--- config.mk ---
export PLATFORM = sky130hd
export DESIGN_NAME = ssts_ctrl
export DESIGN_NICKNAME = d
export VERILOG_FILES = /design/src/rtl/core/ssts_pkg.sv /design/src/rtl/core/ssts_ctrl.sv
export SDC_FILE = /design/constraint.sdc
export NUM_CORES = 1
export LEC_CHECK = 0
export BUFFER_PORTS_ARGS = -buffer_cell sky130_fd_sc_hd__buf_2
export CAP_MARGIN = 25
export CORE_MARGIN = 2
export CORE_UTILIZATION = 45
export CTS_CLUSTER_DIAMETER = 50
export DETAILED_ROUTE_END_ITERATION = 8
export GPL_TIMING_DRIVEN = 0
export PLACE_DENSITY = 0.75
export SYNTH_ARGS = -nofsm -noshare
export SYNTH_HDL_FRONTEND = slang
export SYNTH_SLANG_ARGS = --single-unit
--- constraint.sdc ---
create_clock -name clk -period 8 [get_ports clk]
set_input_delay 0.4 -clock clk [delete_from_list [all_inputs] [get_ports clk]]
set_output_delay 0.4 -clock clk [all_outputs]
set_load 0.1 [all_outputs]
--- src/rtl/core/ssts_pkg.sv ---
// Shared types and codes for the sorted store with two-sum search.
// No dependencies; used by every module of the block.
`default_nettype none

package ssts_pkg;

  localparam int STORE_DEPTH_DEF = 256;

  localparam logic [1:0] ACT_CLEAR  = 2'd0;
  localparam logic [1:0] ACT_INSERT = 2'd1;
  localparam logic [1:0] ACT_QUERY  = 2'd2;

  localparam logic [1:0] STATUS_DONE     = 2'd0;
  localparam logic [1:0] STATUS_FULL     = 2'd1;
  localparam logic [1:0] STATUS_FOUND    = 2'd2;
  localparam logic [1:0] STATUS_NOTFOUND = 2'd3;

  typedef struct packed {
    logic [1:0]         action;
    logic signed [31:0] operand_value;
  } req_t;

  typedef struct packed {
    logic [1:0] status;
    logic [7:0] index_low;
    logic [7:0] index_high;
  } rsp_t;

  // Broadcast from the controller to every cell.
  typedef struct packed {
    logic               clear;
    logic               insert;
    logic               load;
    logic               step_lo;
    logic               step_hi;
    logic signed [31:0] value;
  } cmd_t;

  // What one cell shows its neighbors.
  typedef struct packed {
    logic               valid;
    logic               gt;
    logic signed [31:0] val;
    logic signed [31:0] l;
    logic signed [31:0] h;
    logic               hv;
  } link_t;

  typedef enum logic [1:0] {
    ST_IDLE,
    ST_PRESHIFT,
    ST_SEARCH,
    ST_HOLD
  } state_t;

endpackage

`default_nettype wire

--- src/rtl/core/ssts_ctrl.sv ---
// Sequencer: decodes items, drives the cell chain, runs the pointer search
// and holds the result register. Depends on ssts_pkg.
`default_nettype none

module ssts_ctrl #(
  parameter int STORE_DEPTH = ssts_pkg::STORE_DEPTH_DEF
) (
  input  logic               clk,
  input  logic               rst,
  input  logic               req_valid,
  output logic               req_ready,
  input  ssts_pkg::req_t     req,
  output logic               rsp_valid,
  input  logic               rsp_ready,
  output ssts_pkg::rsp_t     rsp,
  output ssts_pkg::cmd_t     cmd,
  input  logic signed [31:0] lo_val,   // low line at cell 0
  input  logic signed [31:0] hi_val,   // high line at the top cell
  input  logic               hi_hv
);

  localparam int IW = (STORE_DEPTH > 1) ? $clog2(STORE_DEPTH) : 1;
  localparam int CW = $clog2(STORE_DEPTH + 1);

  ssts_pkg::state_t state, state_next;

  logic [CW-1:0]      count;
  logic [IW-1:0]      lo;
  logic [IW-1:0]      hi;
  logic signed [31:0] target;
  ssts_pkg::rsp_t     pend;

  logic               accept;
  logic               slot_free;
  logic               finish;
  ssts_pkg::rsp_t     fin_rsp;
  logic               full;
  logic               few;
  logic signed [32:0] sum;
  logic signed [32:0] tgt_ext;
  logic [IW+7:0]      lo_ext;
  logic [IW+7:0]      hi_ext;

  assign accept    = req_valid && req_ready;
  assign slot_free = !rsp_valid || rsp_ready;
  assign full      = (count == CW'(STORE_DEPTH));
  assign few       = (count < CW'(2));
  assign sum       = {lo_val[31], lo_val} + {hi_val[31], hi_val};
  assign tgt_ext   = {target[31], target};
  assign lo_ext    = {8'd0, lo};
  assign hi_ext    = {8'd0, hi};

  // Outputs of the sequencer
  always_comb begin
    req_ready   = (state == ssts_pkg::ST_IDLE);
    cmd         = '0;
    cmd.value   = req.operand_value;
    finish      = 1'b0;
    fin_rsp     = '0;
    unique case (state)
      ssts_pkg::ST_IDLE: begin
        if (accept) begin
          unique case (req.action)
            ssts_pkg::ACT_CLEAR: begin
              cmd.clear      = 1'b1;
              finish         = 1'b1;
              fin_rsp.status = ssts_pkg::STATUS_DONE;
            end
            ssts_pkg::ACT_INSERT: begin
              finish = 1'b1;
              if (full) begin
                fin_rsp.status = ssts_pkg::STATUS_FULL;
              end else begin
                cmd.insert     = 1'b1;
                fin_rsp.status = ssts_pkg::STATUS_DONE;
              end
            end
            ssts_pkg::ACT_QUERY: begin
              if (few) begin
                finish         = 1'b1;
                fin_rsp.status = ssts_pkg::STATUS_NOTFOUND;
              end else begin
                cmd.load = 1'b1;
              end
            end
            default: begin
              finish         = 1'b1;
              fin_rsp.status = ssts_pkg::STATUS_DONE;
            end
          endcase
        end
      end
      ssts_pkg::ST_PRESHIFT: begin
        // bring entry count-1 up to the top cell
        if (!hi_hv) begin
          cmd.step_hi = 1'b1;
        end
      end
      ssts_pkg::ST_SEARCH: begin
        if (lo >= hi) begin
          finish         = 1'b1;
          fin_rsp.status = ssts_pkg::STATUS_NOTFOUND;
        end else if (sum > tgt_ext) begin
          cmd.step_hi = 1'b1;
        end else if (sum < tgt_ext) begin
          cmd.step_lo = 1'b1;
        end else begin
          finish             = 1'b1;
          fin_rsp.status     = ssts_pkg::STATUS_FOUND;
          fin_rsp.index_low  = lo_ext[7:0];
          fin_rsp.index_high = hi_ext[7:0];
        end
      end
      ssts_pkg::ST_HOLD: begin
      end
      default: begin
      end
    endcase
  end

  // Next state
  always_comb begin
    state_next = state;
    unique case (state)
      ssts_pkg::ST_IDLE: begin
        if (cmd.load) begin
          state_next = ssts_pkg::ST_PRESHIFT;
        end else if (finish && !slot_free) begin
          state_next = ssts_pkg::ST_HOLD;
        end
      end
      ssts_pkg::ST_PRESHIFT: begin
        if (hi_hv) begin
          state_next = ssts_pkg::ST_SEARCH;
        end
      end
      ssts_pkg::ST_SEARCH: begin
        if (finish) begin
          state_next = slot_free ? ssts_pkg::ST_IDLE : ssts_pkg::ST_HOLD;
        end
      end
      ssts_pkg::ST_HOLD: begin
        if (slot_free) begin
          state_next = ssts_pkg::ST_IDLE;
        end
      end
      default: begin
        state_next = ssts_pkg::ST_IDLE;
      end
    endcase
  end

  always_ff @(posedge clk) begin
    if (rst) begin
      state <= ssts_pkg::ST_IDLE;
    end else begin
      state <= state_next;
    end
  end

  always_ff @(posedge clk) begin
    if (rst) begin
      count <= '0;
    end else if (cmd.clear) begin
      count <= '0;
    end else if (cmd.insert) begin
      count <= count + CW'(1);
    end
  end

  always_ff @(posedge clk) begin
    if (cmd.load) begin
      lo     <= '0;
      hi     <= IW'(count - CW'(1));
      target <= req.operand_value;
    end else if (state == ssts_pkg::ST_SEARCH) begin
      if (cmd.step_lo) begin
        lo <= lo + IW'(1);
      end
      if (cmd.step_hi) begin
        hi <= hi - IW'(1);
      end
    end
  end

  // Result register, with one pending slot behind it
  always_ff @(posedge clk) begin
    if (rst) begin
      rsp_valid <= 1'b0;
    end else if ((finish || state == ssts_pkg::ST_HOLD) && slot_free) begin
      rsp_valid <= 1'b1;
    end else if (rsp_ready) begin
      rsp_valid <= 1'b0;
    end
  end

  always_ff @(posedge clk) begin
    if (state == ssts_pkg::ST_HOLD) begin
      if (slot_free) begin
        rsp <= pend;
      end
    end else if (finish) begin
      if (slot_free) begin
        rsp <= fin_rsp;
      end else begin
        pend <= fin_rsp;
      end
    end
  end

endmodule

`default_nettype wire

==> impl_results.md <==
* Final setup fails at 0
* Clk sinks at 96
* Register area share after synthesis at 0.3834
* Final nets at 1,089
* DRC errors left at 0
* CTS Root Cell: clkbuf_16
* Most common cell after layout, fill and taps aside: buf_2
* CP Launch Type: primary input
* Most frequent cells in the layout: 159 x buf_2, 84 x ha_1, 76 x edfxtp_1
* GRT Residual Overflow at 0
* Placer Congestion at approximately 0.86
* Post-CTS Hold Fix Bufs at 0
* Clock Skew at around 0.0079 ns
* Unique cell type count in the Yosys netlist at 67
* Synth Flop Type: edfxtp_1
* DR WL/cell at ~14 um
* Seq cells post-synth at 96
* Syn Area/Cell at 9.611 sq um
* Port Buffers at between 150 and 200
* First-pass GRT wire length at 24,710 um
* CP Class: in -> out
* Resize count post-CTS at 0
* Fillers at 1,355
* Rows at 45
* Via count at between 5k and 6k
* Cell total after placement at between 1k and 1.5k
* Largest net degree at the start of global routing at 28
* Clk_lat worst skew at 0.34 ns
* PD cells at 214.3 nW/um^2
* M3 GR Usage at 0.02453
* WP data arrival at 5.72 ns
* GR peak layer: met2
* Vias in the first global route at 5,331
* DR pass1 iterations at 4
* HP Class: in -> reg
* Yosys warnings at 0
* Reg2Reg Depth at 12
* Area Overhead vs Synth at 19.76%
* Post-CTS Setup Bufs at 0
* Rel. slew slack at 0.3382
* Clock Path Buffers at 2
* Final-report hold violation count at 0
* Clock transition at path regs at roughly 0.070 ns
* Maxcap violations at 0
* Num CTS Buffers at 9
* Net count after synthesis at a little over 900
* Die area at about 17,000 sq um
* Number of synthesized flops with an enable pin at 76
* Worst VDD drop at between 0.0001 and 0.00015 V
* Crit share post-route at 0.7650
* GRT Util Overall at 0.1858
* Core Region at roughly 15,000 sq um
* Slew @ Worst Pin at 0.9912 ns
* Dpl hpwl at 12,320 um
* Leak pwr at ~0.004 uW
* Synth async-reset ratio at 0
* Crit path time final at 6.120 ns
* Initial core utilization at 0.4602
* CP endpoint kind: output port
* Layout cells sized above 1 at 0.2704
* Finished Layout Cells at 1,094
* Avg Vias per Cell at 5.197
* Die W at 128.7 um
* # diodes at 0
* Hold path depth at 1
* Max-slew violations at 0
* Worst EP required at 7.60 ns
* Achievable clock frequency at 0.1634 GHz
* Max Fanout on Critical Path at 8
* Power Total at 1796 uW
* # H-tree levels at 3
* DRT iter0 DRCs at 292
* Mapped Cells at 728
* GRT met2 Usage at 0.3262
* Final ANT Viol Nets at 0
* M1 GR Usage at 0.2361
* Setup TNS at 0 ns
* Die height at 128.7 um
* Status: completed
* Synthesized area at around 7000 sq um
* Initial antenna violation count at 0
* Total detailed-routing wirelength at roughly 16,000 um
* CTS tree: done
* Top-level I/O count at 160
* RSZ-0062 raised after global routing: no
==> logic make-up (layout without fill, tap and decap cells) <==
| family | Yosys count | after routing | share of synthesized area |
|---|---|---|---|
| DFF | 96 | 96 | 0.3834 |
| buffers and inverters | 118 | 296 | 0.08047 |
| muxes | 25 | 25 | 0.03898 |
| AOI/OAI and AO/OA | 167 | 167 | 0.1529 |
| xor gates and xnor gates | 38 | 38 | 0.04757 |
| and+or+nand+nor | 199 | 199 | 0.1436 |
| adders and majority gates | 85 | 85 | 0.1531 |
==> sequential cells by signal (all words and copies together) (netlist names) <==
signal     count
target        32
pend          18
rsp           18
count          9
hi             8
lo             8
state          2
rsp_valid      1
==> through the flow <==
step | utilization | hold slack (ns) | worst slack, ns | instance area (sq um)
4_1_cts | 0.5512 | 0.2376 | 1.951 | 8379
6_report | 0.5512 | 0.2484 | 1.880 | 8379
3_5_place_dp | 0.5318 | 0.5094 | 1.713 | 8084
2_1_floorplan | - | 0.4645 | 2.004 | 6997
5_1_grt | 0.5512 | 0.2348 | 1.678 | 8379
3_3_place_gp | 0.5281 | 0.4996 | 0.4525 | 8028
==> Yosys cell counts (all sizes together) (12+ instances only) <==
library cell  instances  area share
a21o                 13       0.014
ha                   84        0.15
mux2                 18       0.029
nand4                17       0.017
nor3                 25       0.019
a21oi                64       0.046
clkbuf               14      0.0075
edfxtp               76        0.33
o21ai                26       0.019
xnor2                25       0.031
dfxtp                20       0.057
buf                  33       0.035
nand2                37       0.020
xor2                 13       0.016
inv                  71       0.038
nand3                14       0.011
and3                 12       0.011
nor2                 59       0.032
==> area by class of cell <==
type / count / area, sq um / share of cell area
Multi-Input combinational cell: 514 / 3760 / 0.4487
Sequential cell: 96 / 2683 / 0.3201
Timing Repair Buffer: 162 / 842.1 / 0.1005
Buffer: 47 / 297.8 / 0.03554
Inverter: 71 / 266.5 / 0.03181
Tap cell: 188 / 235.2 / 0.02807
Clock buffer: 9 / 225.2 / 0.02688
Clock inverter: 7 / 70.07 / 0.008362
==> worst max-delay path: stages <==
cell and delay (ns):
buf_2 0.10, ha_1 0.27, clkbuf_1 0.19, a21oi_1 0.18, o21ai_0 0.09, o41ai_1 0.33, nand2_1 0.09, a41oi_1 0.56
o211ai_1 0.27, a311oi_1 0.38, xnor2_1 0.13, ha_1 0.30, nand4_1 0.18, or4_4 0.61, nand2b_1 0.16, o221ai_1 0.24
o22ai_2 0.22, nor3_1 0.37, o21a_1 0.21, buf_2 0.44
==> metal layers <==
layer  up-vias  part of all wire
met5         -                 0
met4         0             0.024
met3        25             0.039
met2       128              0.48
met1      2575              0.45
li1       2958                 -
==> final timing paths <==
path,startpoint,slack (ns),end
max,lo_val[14],1.88,cmd[32]
min,req[4],0.25,target[4]
max reg2reg,target[31],4.23,pend[6]
min reg2reg,state[1],0.52,state[1]
==> where the power goes <==
part | switching, uW | total [uW] | internal, uW | leakage (uW)
Sequential | 27.1 | 618 | 591 | 0.000874
Combinational | 536 | 753 | 218 | 0.00287
Clock | 182 | 424 | 242 | 0.000146
Total | 745 | 1800 | 1050 | 0.00389
Note: power is estimated with default switching activity, not from simulation.
