**src/rtl/core/ssts_pkg.sv**
```systemverilog
// Shared types and codes for the sorted store with two-sum search.
// No dependencies; used by every module of the block.
`default_nettype none

package ssts_pkg;

  localparam int STORE_DEPTH_DEF = 256;

  localparam logic [1:0] ACT_CLEAR  = 2'd0;
  localparam logic [1:0] ACT_INSERT = 2'd1;
  localparam logic [1:0] ACT_QUERY  = 2'd2;

  localparam logic [1:0] STATUS_DONE     = 2'd0;
  localparam logic [1:0] STATUS_FULL     = 2'd1;
  localparam logic [1:0] STATUS_FOUND    = 2'd2;
  localparam logic [1:0] STATUS_NOTFOUND = 2'd3;

  typedef struct packed {
    logic [1:0]         action;
    logic signed [31:0] operand_value;
  } req_t;

  typedef struct packed {
    logic [1:0] status;
    logic [7:0] index_low;
    logic [7:0] index_high;
  } rsp_t;

  // Broadcast from the controller to every cell.
  typedef struct packed {
    logic               clear;
    logic               insert;
    logic               load;
    logic               step_lo;
    logic               step_hi;
    logic signed [31:0] value;
  } cmd_t;

  // What one cell shows its neighbors.
  typedef struct packed {
    logic               valid;
    logic               gt;
    logic signed [31:0] val;
    logic signed [31:0] l;
    logic signed [31:0] h;
    logic               hv;
  } link_t;

  typedef enum logic [1:0] {
    ST_IDLE,
    ST_PRESHIFT,
    ST_SEARCH,
    ST_HOLD
  } state_t;

endpackage

`default_nettype wire

```
**src/rtl/core/ssts_cell.sv**
```systemverilog
// One cell of the sorted chain: a stored entry plus its two search lines.
// Depends on ssts_pkg.
`default_nettype none

module ssts_cell (
  input  logic           clk,
  input  logic           rst,
  input  ssts_pkg::cmd_t  cmd,
  input  ssts_pkg::link_t dn,   // neighbor at index - 1
  input  ssts_pkg::link_t up,   // neighbor at index + 1
  output ssts_pkg::link_t self
);

  logic               valid;
  logic signed [31:0] val;
  logic signed [31:0] l;
  logic signed [31:0] h;
  logic               hv;
  logic               gt;

  assign gt = valid && (val > cmd.value);

  assign self.valid = valid;
  assign self.gt    = gt;
  assign self.val   = val;
  assign self.l     = l;
  assign self.h     = h;
  assign self.hv    = hv;

  always_ff @(posedge clk) begin
    if (rst) begin
      valid <= 1'b0;
    end else if (cmd.clear) begin
      valid <= 1'b0;
    end else if (cmd.insert && dn.valid) begin
      valid <= 1'b1;
    end
  end

  // Insert: entries above the new value move up one cell; the first cell
  // holding a larger value (or the first empty cell) takes the new value.
  always_ff @(posedge clk) begin
    if (cmd.insert && dn.valid) begin
      if (dn.gt) begin
        val <= dn.val;
      end else if (gt || !valid) begin
        val <= cmd.value;
      end
    end
  end

  // Low line walks toward index 0, high line toward the top cell.
  always_ff @(posedge clk) begin
    if (cmd.load) begin
      l <= val;
    end else if (cmd.step_lo) begin
      l <= up.l;
    end
  end

  always_ff @(posedge clk) begin
    if (cmd.load) begin
      h  <= val;
      hv <= valid;
    end else if (cmd.step_hi) begin
      h  <= dn.h;
      hv <= dn.hv;
    end
  end

endmodule

`default_nettype wire

```
**config.mk**
```make
export PLATFORM = sky130hd
export DESIGN_NAME = ssts_cell
export DESIGN_NICKNAME = d
export VERILOG_FILES = /design/src/rtl/core/ssts_pkg.sv /design/src/rtl/core/ssts_cell.sv
export SDC_FILE = /design/constraint.sdc
export NUM_CORES = 1
export LEC_CHECK = 0
export BUFFER_PORTS_ARGS = -buffer_cell sky130_fd_sc_hd__buf_4
export CAP_MARGIN = 20
export CORE_AREA = 4 4 128 130
export DETAILED_ROUTE_END_ITERATION = 7
export DIE_AREA = 0 0 132 134
export PLACE_DENSITY = 0.65
export SLEW_MARGIN = 20
export SYNTH_ARGS = -nofsm -noshare
export SYNTH_HDL_FRONTEND = slang
export SYNTH_SLANG_ARGS = --single-unit
```
**constraint.sdc**
```tcl
create_clock -name clk -period 6.1 [get_ports clk]
set_input_delay 0.305 -clock clk [delete_from_list [all_inputs] [get_ports clk]]
set_output_delay 0.305 -clock clk [all_outputs]
set_load 0.02 [all_outputs]
```
==> impl_metrics.yaml, run 1 <==
critical_path:
  worst-path-max-fanout: 27
  worst-setup-path-type: "flop to flop"
  worst_setup_path_start_kind: "flop"
  cp_slowest_stage_delay_ns: 0.46
  worst_setup_path_end_kind: "flop"
  critical_path.slowest_cell: "sky130_fd_sc_hd__edfxtp_1"
  arrival_ns: 2.80
  path_cells: "ha_1 > nor2b_1 > o211ai_1 > a2111oi_4 > o31ai_1 > a211oi_4 > buf_4"
  worst-endpoint-required_ns: 6.10
placed_design:
  dp_cells: 874
  gp_congestion: 0.831
  place.port_buffers: 236
  placed_area_mm2: 0.00692
  hpwlAfterDp_um: 12200
clock_tree:
  post_cts.resized_instances: 0
  cts_sinks: 98
  cts_htree_levels: 3
  clkTransAtPathRegs_ns: 0.07
  cts_tree: "built"
  clk_root_buffer_cell: "sky130_fd_sc_hd__clkbuf_16"
  clockBufferDepth: 2
  numCtsBuffers: 9
  cts_hold_buf: 0
  clk-insertion-delay-late_ns: 0.34
  buffer_count_from_post_cts_setup_fixing: 0
worst_hold_path:
  holdCritPathClass: "primary input to flop"
final_layout:
  fraction_of_layout_cells_with_a_size_suffix_above_1_pct: 38.0
  layoutNonFillerInstCount: 890
  growth_of_design_area_from_synthesis_to_finish_pct: 44.8
  final_cell_mix: "sky130_fd_sc_hd__buf_4 (237), sky130_fd_sc_hd__inv_1 (98), sky130_fd_sc_hd__o21ai_0 (98)"
  register_area_mm2: 0.00293
  layout.cells.most_common: "sky130_fd_sc_hd__buf_4"
  multi_input_comb_area_mm2: 0.00160
  fill_cells: 1431
  antenna-diode-count: 0
  final_nets: 966
  final_cell_area_mm2: 0.00721
route:
  detail_route.iter0.violations: 196
  routed_wire_length_per_instance_um: 17.3
  drcViolationCount: 0
  routed_wirelength_um: 15400
  vias: 4166
  detail_route.first_pass.iterations: 4
  post_drt_via_cell_ratio: 4.68
  detail-route-antenna-nets: 0
timing:
  timing.setup.tns_ns: 0
  final.min_clock_period_ns: 2.80
  fin_skew_ns: 0.00492
  grt_setup_unrepaired: "no"
  timing_max_transition_violations_final: 0
  finalHoldViolCount: 0
  fmax_mhz: 358
  period_share_pct: 45.8
  max_slew_margin_pct: 40.4
  worst-slew-pin-transition_ns: 0.893
  final-setup-viol-count: 0
die:
  design.core.area_mm2: 0.0151
  dieWidth_um: 132
  io_pins: 336
  height_of_the_chip_um: 134
  dieArea_mm2: 0.0177
  row_count: 45
  initial_core_util_pct: 32.9
grt:
  grt_antenna_before_repair: 0
  all_layer_gr_usage_pct: 16.9
  grt_pass1_wl_um: 23300
  gr-total-overflow: 0
  grt_start_max_net_pins: 100
  via_count_of_the_first_global_routing_pass: 4274
synth:
  seq_area_frac_synth_pct: 58.9
  total_standard_cell_area_after_synthesis_mm2: 0.00498
  synth_unique_cells: 34
  postSynthNetCount: 739
  postSynthAreaPerCell_um2: 10.6
  postSynth.topFlopCell: "sky130_fd_sc_hd__edfxtp_1"
  synth-edff-count: 97
  synthCells: 470
  yosys_warnings: 0
  async_reset_ff_share_pct: 0
  number_of_register_bits_inferred_by_synthesis: 98
power_and_ir_drop:
  power.density_cell_area_mw_per_mm2: 241
  power.leakage_nw: 3.46
  report.power.total_mw: 1.74
  ir_drop_uv: 118
run:
  cap_violations: 0
run_status:
  status: "completed"
final timing paths:
kind / from / endpoint / slack (ns) / depth (start not counted)
setup reg to reg: val[1] / val[10] / 3.30 / 7
hold / removal: cmd[36] / valid / 0.12 / 2
setup / recovery: val[1] / val[10] / 3.30 / 7
hold reg to reg: valid / valid / 0.58 / 2
stage by stage:
step | util, % | hold slack [ns] | setup slack (ns)
after floorplan | - | 0.378 | 1.71
after global placement | 45.7 | 0.465 | 3.32
after detailed placement | 45.7 | 0.467 | 3.28
after CTS | 47.6 | 0.0969 | 3.26
after global routing | 47.6 | 0.110 | 3.14
final | 47.6 | 0.115 | 3.30
layout make-up:
cell class,count,area share [%]
Clock buffer,11,3.23
Clock inverter,5,0.885
Inverter,98,5.10
Multi-Input combinational cell,253,22.2
Sequential cell,98,40.7
Tap cell,188,3.26
Timing Repair Buffer,237,24.7
state kept, by name, indices dropped and copies added, names as in the netlist:
| name | cells |
|---|---|
| valid | 1 |
| hv | 1 |
| l | 32 |
| h | 32 |
| val | 32 |
synth_stat cells (2+ instances only):
| cell type | n | area [µm²] |
|---|---|---|
| sky130_fd_sc_hd__o21ai_0 | 98 | 490 |
| sky130_fd_sc_hd__a21o_1 | 2 | 15.0 |
| sky130_fd_sc_hd__a211oi_1 | 5 | 37.5 |
| sky130_fd_sc_hd__nand4_4 | 2 | 42.5 |
| sky130_fd_sc_hd__clkbuf_1 | 16 | 60.1 |
| sky130_fd_sc_hd__edfxtp_1 | 97 | 2910 |
| sky130_fd_sc_hd__inv_1 | 98 | 368 |
| sky130_fd_sc_hd__mux2_2 | 2 | 22.5 |
| sky130_fd_sc_hd__ha_1 | 32 | 400 |
| sky130_fd_sc_hd__buf_4 | 3 | 22.5 |
| sky130_fd_sc_hd__nand3_1 | 3 | 15.0 |
| sky130_fd_sc_hd__nand4_1 | 3 | 18.8 |
| sky130_fd_sc_hd__nand4_2 | 3 | 37.5 |
| sky130_fd_sc_hd__buf_2 | 2 | 10.0 |
| sky130_fd_sc_hd__o31ai_1 | 2 | 15.0 |
| sky130_fd_sc_hd__nand2_1 | 71 | 267 |
| sky130_fd_sc_hd__a21oi_1 | 12 | 60.1 |
| sky130_fd_sc_hd__or2_2 | 2 | 12.5 |
| sky130_fd_sc_hd__nor4_1 | 2 | 12.5 |
power by group:
part           internal (mW)  switching (mW)  total (mW)  leakage (nW)
combinational          0.154           0.183       0.337          2.34
clock                  0.322           0.255       0.577         0.140
sequential             0.801          0.0247       0.826         0.987
layer usage:
| metal | track usage (%) | vias up | routed length, µm |
|---|---|---|---|
| met5 | 0 | - | 0 |
| met4 | 8.81 | 0 | 607 |
| met2 | 27.4 | 140 | 7370 |
| met3 | 2.70 | 33 | 621 |
| li1 | - | 2059 | - |
| met1 | 21.9 | 1934 | 6770 |
worst max-delay path: cells and delay by family, from the launching register on:
| family | cells | cell delay (ns) |
|---|---|---|
| AOI/OAI and AO/OA | 4 | 1.08 |
| adders and majority gates | 1 | 0.33 |
| buffers and inverters | 1 | 0.44 |
| DFF | 1 | 0.46 |
| and+or+nand+nor | 1 | 0.13 |
logic make-up after synthesis:
group | count (synthesis) | synth area share [%]
adders and majority gates | 32 | 8.04
DFF | 98 | 58.9
buffers and inverters | 119 | 9.24
AOI/OAI and AO/OA | 125 | 13.8
and+or+nand+nor | 94 | 9.62
muxes | 2 | 0.452
No activity file was read; power rests on OpenSTA's default activity.
==> run 2: changes to the inputs <==
--- a/config.mk
+++ b/config.mk
@@ -7,10 +7,10 @@
 export LEC_CHECK = 0
 export BUFFER_PORTS_ARGS = -buffer_cell sky130_fd_sc_hd__buf_4
 export CAP_MARGIN = 20
-export CORE_AREA = 4 4 128 130
+export CORE_AREA = 4 4 127 129
 export DETAILED_ROUTE_END_ITERATION = 7
-export DIE_AREA = 0 0 132 134
-export PLACE_DENSITY = 0.65
+export DIE_AREA = 0 0 131 133
+export PLACE_DENSITY = 0.69
 export SLEW_MARGIN = 20
 export SYNTH_ARGS = -nofsm -noshare
 export SYNTH_HDL_FRONTEND = slang
==> constraint.sdc (replaced) <==
create_clock -name clk -period 2.35 [get_ports clk]
set_input_delay 0.1175 -clock clk [delete_from_list [all_inputs] [get_ports clk]]
set_output_delay 0.1175 -clock clk [all_outputs]
set_load 0.02 [all_outputs]
==> impl_metrics.yaml, run 2 (synthesis gave the netlist of run 1 again) <==
clock_tree:
  cts_tree: "built"
  cts_sinks: 98
  cts_htree_levels: 3
  clk_root_buffer_cell: "sky130_fd_sc_hd__clkbuf_16"
  clk-insertion-delay-late_ns: 0.34
  numCtsBuffers: 9
  clkTransAtPathRegs_ns: 0.07
  clockBufferDepth: 2
die:
  initial_core_util_pct: 33.1
  io_pins: 336
  design.core.area_mm2: 0.0150
  height_of_the_chip_um: 133
  dieArea_mm2: 0.0174
  row_count: 45
  dieWidth_um: 131
power_and_ir_drop:
  ir_drop_uv: 281
  power.leakage_nw: 3.63
  power.density_cell_area_mw_per_mm2: 601
critical_path:
  cp_slowest_stage_delay_ns: 0.40
  r2r-end: "val[20]"
  worst_setup_path_start_kind: "flop"
  worst-endpoint-required_ns: 2.40
  r2r_cells: 7
  arrival_ns: 2.37
  timing.rr.start: "val[1]"
  path_cells: "ha_1 > nor2b_1 > o211ai_1 > a2111oi_4 > o31ai_2 > a211oi_4 > buf_4"
  worst-path-max-fanout: 10
  worst_setup_path_end_kind: "flop"
  worst-setup-path-type: "flop to flop"
  critical_path.slowest_cell: "sky130_fd_sc_hd__a2111oi_4"
  worstPathBufferInverterCount: 1
  critical-path-top-delay-family: "compound AO/OA/AOI/OAI gates"
  regToRegSetupSlack_ns: 0.03
run:
  cap_violations: 0
timing:
  fin_skew_ns: 0.00588
  final-setup-viol-count: 0
  period_share_pct: 98.7
  finalHoldViolCount: 0
  max_slew_margin_pct: 59.8
  grt_setup_unrepaired: "yes"
  worst-slew-pin-transition_ns: 0.603
  timing_max_transition_violations_final: 0
  fmax_mhz: 431
  final.min_clock_period_ns: 2.32
  hold_ws_ns: 0.0486
  final.setup.worst_slack_ns: 0.0297
worst_hold_path:
  hold_start: "dn[90]"
  hold-path-endpoint: "val[25]"
  holdCritPathClass: "primary input to flop"
  min_delay_path_depth: 3
final_layout:
  register_area_mm2: 0.00293
  final_cell_mix: "sky130_fd_sc_hd__buf_4 (270), sky130_fd_sc_hd__inv_1 (98), sky130_fd_sc_hd__o21ai_0 (98)"
  final_nets: 1002
  layout.core_utilization_pct: 50.5
  layout_top_registers: "h: 32 flops, l: 32 flops, val: 32 flops"
  fraction_of_layout_cells_with_a_size_suffix_above_1_pct: 42.1
  antenna-diode-count: 0
  growth_of_design_area_from_synthesis_to_finish_pct: 52.4
  layout.cells.most_common: "sky130_fd_sc_hd__buf_4"
  multi_input_comb_area_mm2: 0.00169
  fill_cells: 1432
grt:
  grt_pass1_wl_um: 22100
  grt_antenna_before_repair: 0
  gr-total-overflow: 0
  via_count_of_the_first_global_routing_pass: 4056
  all_layer_gr_usage_pct: 16.9
  grt_start_max_net_pins: 74
placed_design:
  hpwlAfterDp_um: 11900
  pre_cts_ws_ns: -0.0776
  gp_congestion: 0.833
  place.port_buffers: 236
route:
  detail-route-antenna-nets: 0
  detail_route.first_pass.iterations: 5
  routed_wirelength_um: 15200
  routed_wire_length_per_instance_um: 16.4
  drcViolationCount: 0
  vias: 4212
  post_drt_via_cell_ratio: 4.55
  detail_route.iter0.violations: 281
run_status:
  status: "completed"
[run 2: cell count changes in the layout (fill, tap and decap cells not counted), sizes merged]
cell	change
buf	+34
clkbuf	-2
clkinvlp	+2
dlygate4sd3	+2
clkinv	+1
inv	-1
[run 2: layout make-up]
class,instances,share of cell area (%)
clock buffer,9,2.97
clock inverter,7,0.923
inverter,98,4.85
multi-input combinational,253,22.3
sequential,98,38.6
tap,188,3.10
timing repair buffer,273,27.2
[run 2: worst max-delay path by stage]
| stage | to | start | slack [ns] | depth (start not counted) |
|---|---|---|---|---|
| floorplan | val[0] | val[1] | -0.52 | 6 |
| global placement | val[25] | val[25] | -0.01 | 6 |
| detailed placement | val[25] | val[25] | -0.08 | 6 |
| CTS | self[97] | val[1] | -0.006 | 7 |
| global route | val[20] | val[1] | -0.1 | 7 |
| finish | val[20] | val[1] | 0.03 | 7 |
[run 2: what timing repair did]
item / in CTS / in global routing
hold buffers: 2 / 0
pin swaps: 3 / 2
buffers inserted: 1 / 2
gates resized for setup: 5 / 3
endpoints found under the hold margin: 1 / 0
setup endpoints to repair: 33 / 33
[run 2: worst reg2reg max path: stages (launching register included)]
cell and delay [ns]:
sky130_fd_sc_hd__edfxtp_1 0.39, sky130_fd_sc_hd__ha_1 0.30, sky130_fd_sc_hd__nor2b_1 0.12, sky130_fd_sc_hd__o211ai_1 0.13, sky130_fd_sc_hd__a2111oi_4 0.40, sky130_fd_sc_hd__o31ai_2 0.13, sky130_fd_sc_hd__a211oi_4 0.31, sky130_fd_sc_hd__buf_4 0.24
[run 2: routing by layer]
metal  up-vias  track usage, %  share of wire, %
met2       120            27.3                49
met4         0            6.86               2.7
met5         -               0                 0
met1      1938            22.5                43
met3        24            2.38               5.2
li1       2130               -                 -
[run 2: where the power goes]
group          total, mW  leakage [nW]  internal (mW)  switching [mW]
clock network       1.49         0.135          0.822           0.667
logic              0.947          2.51          0.448           0.499
registers           2.12         0.987           2.08          0.0456
[run 2: stage by stage]
stage	cell area (µm²)	total power, mW	instances	setup TNS (ns)
6_report	7590	4.56	926	0
5_1_grt	7590	4.76	926	-2.58
4_1_cts	7550	4.61	924	-0.00557
3_5_place_dp	7170	3.10	905	-1.97
3_3_place_gp	7170	3.08	905	-0.122
2_1_floorplan	5000	2.60	470	-16.76
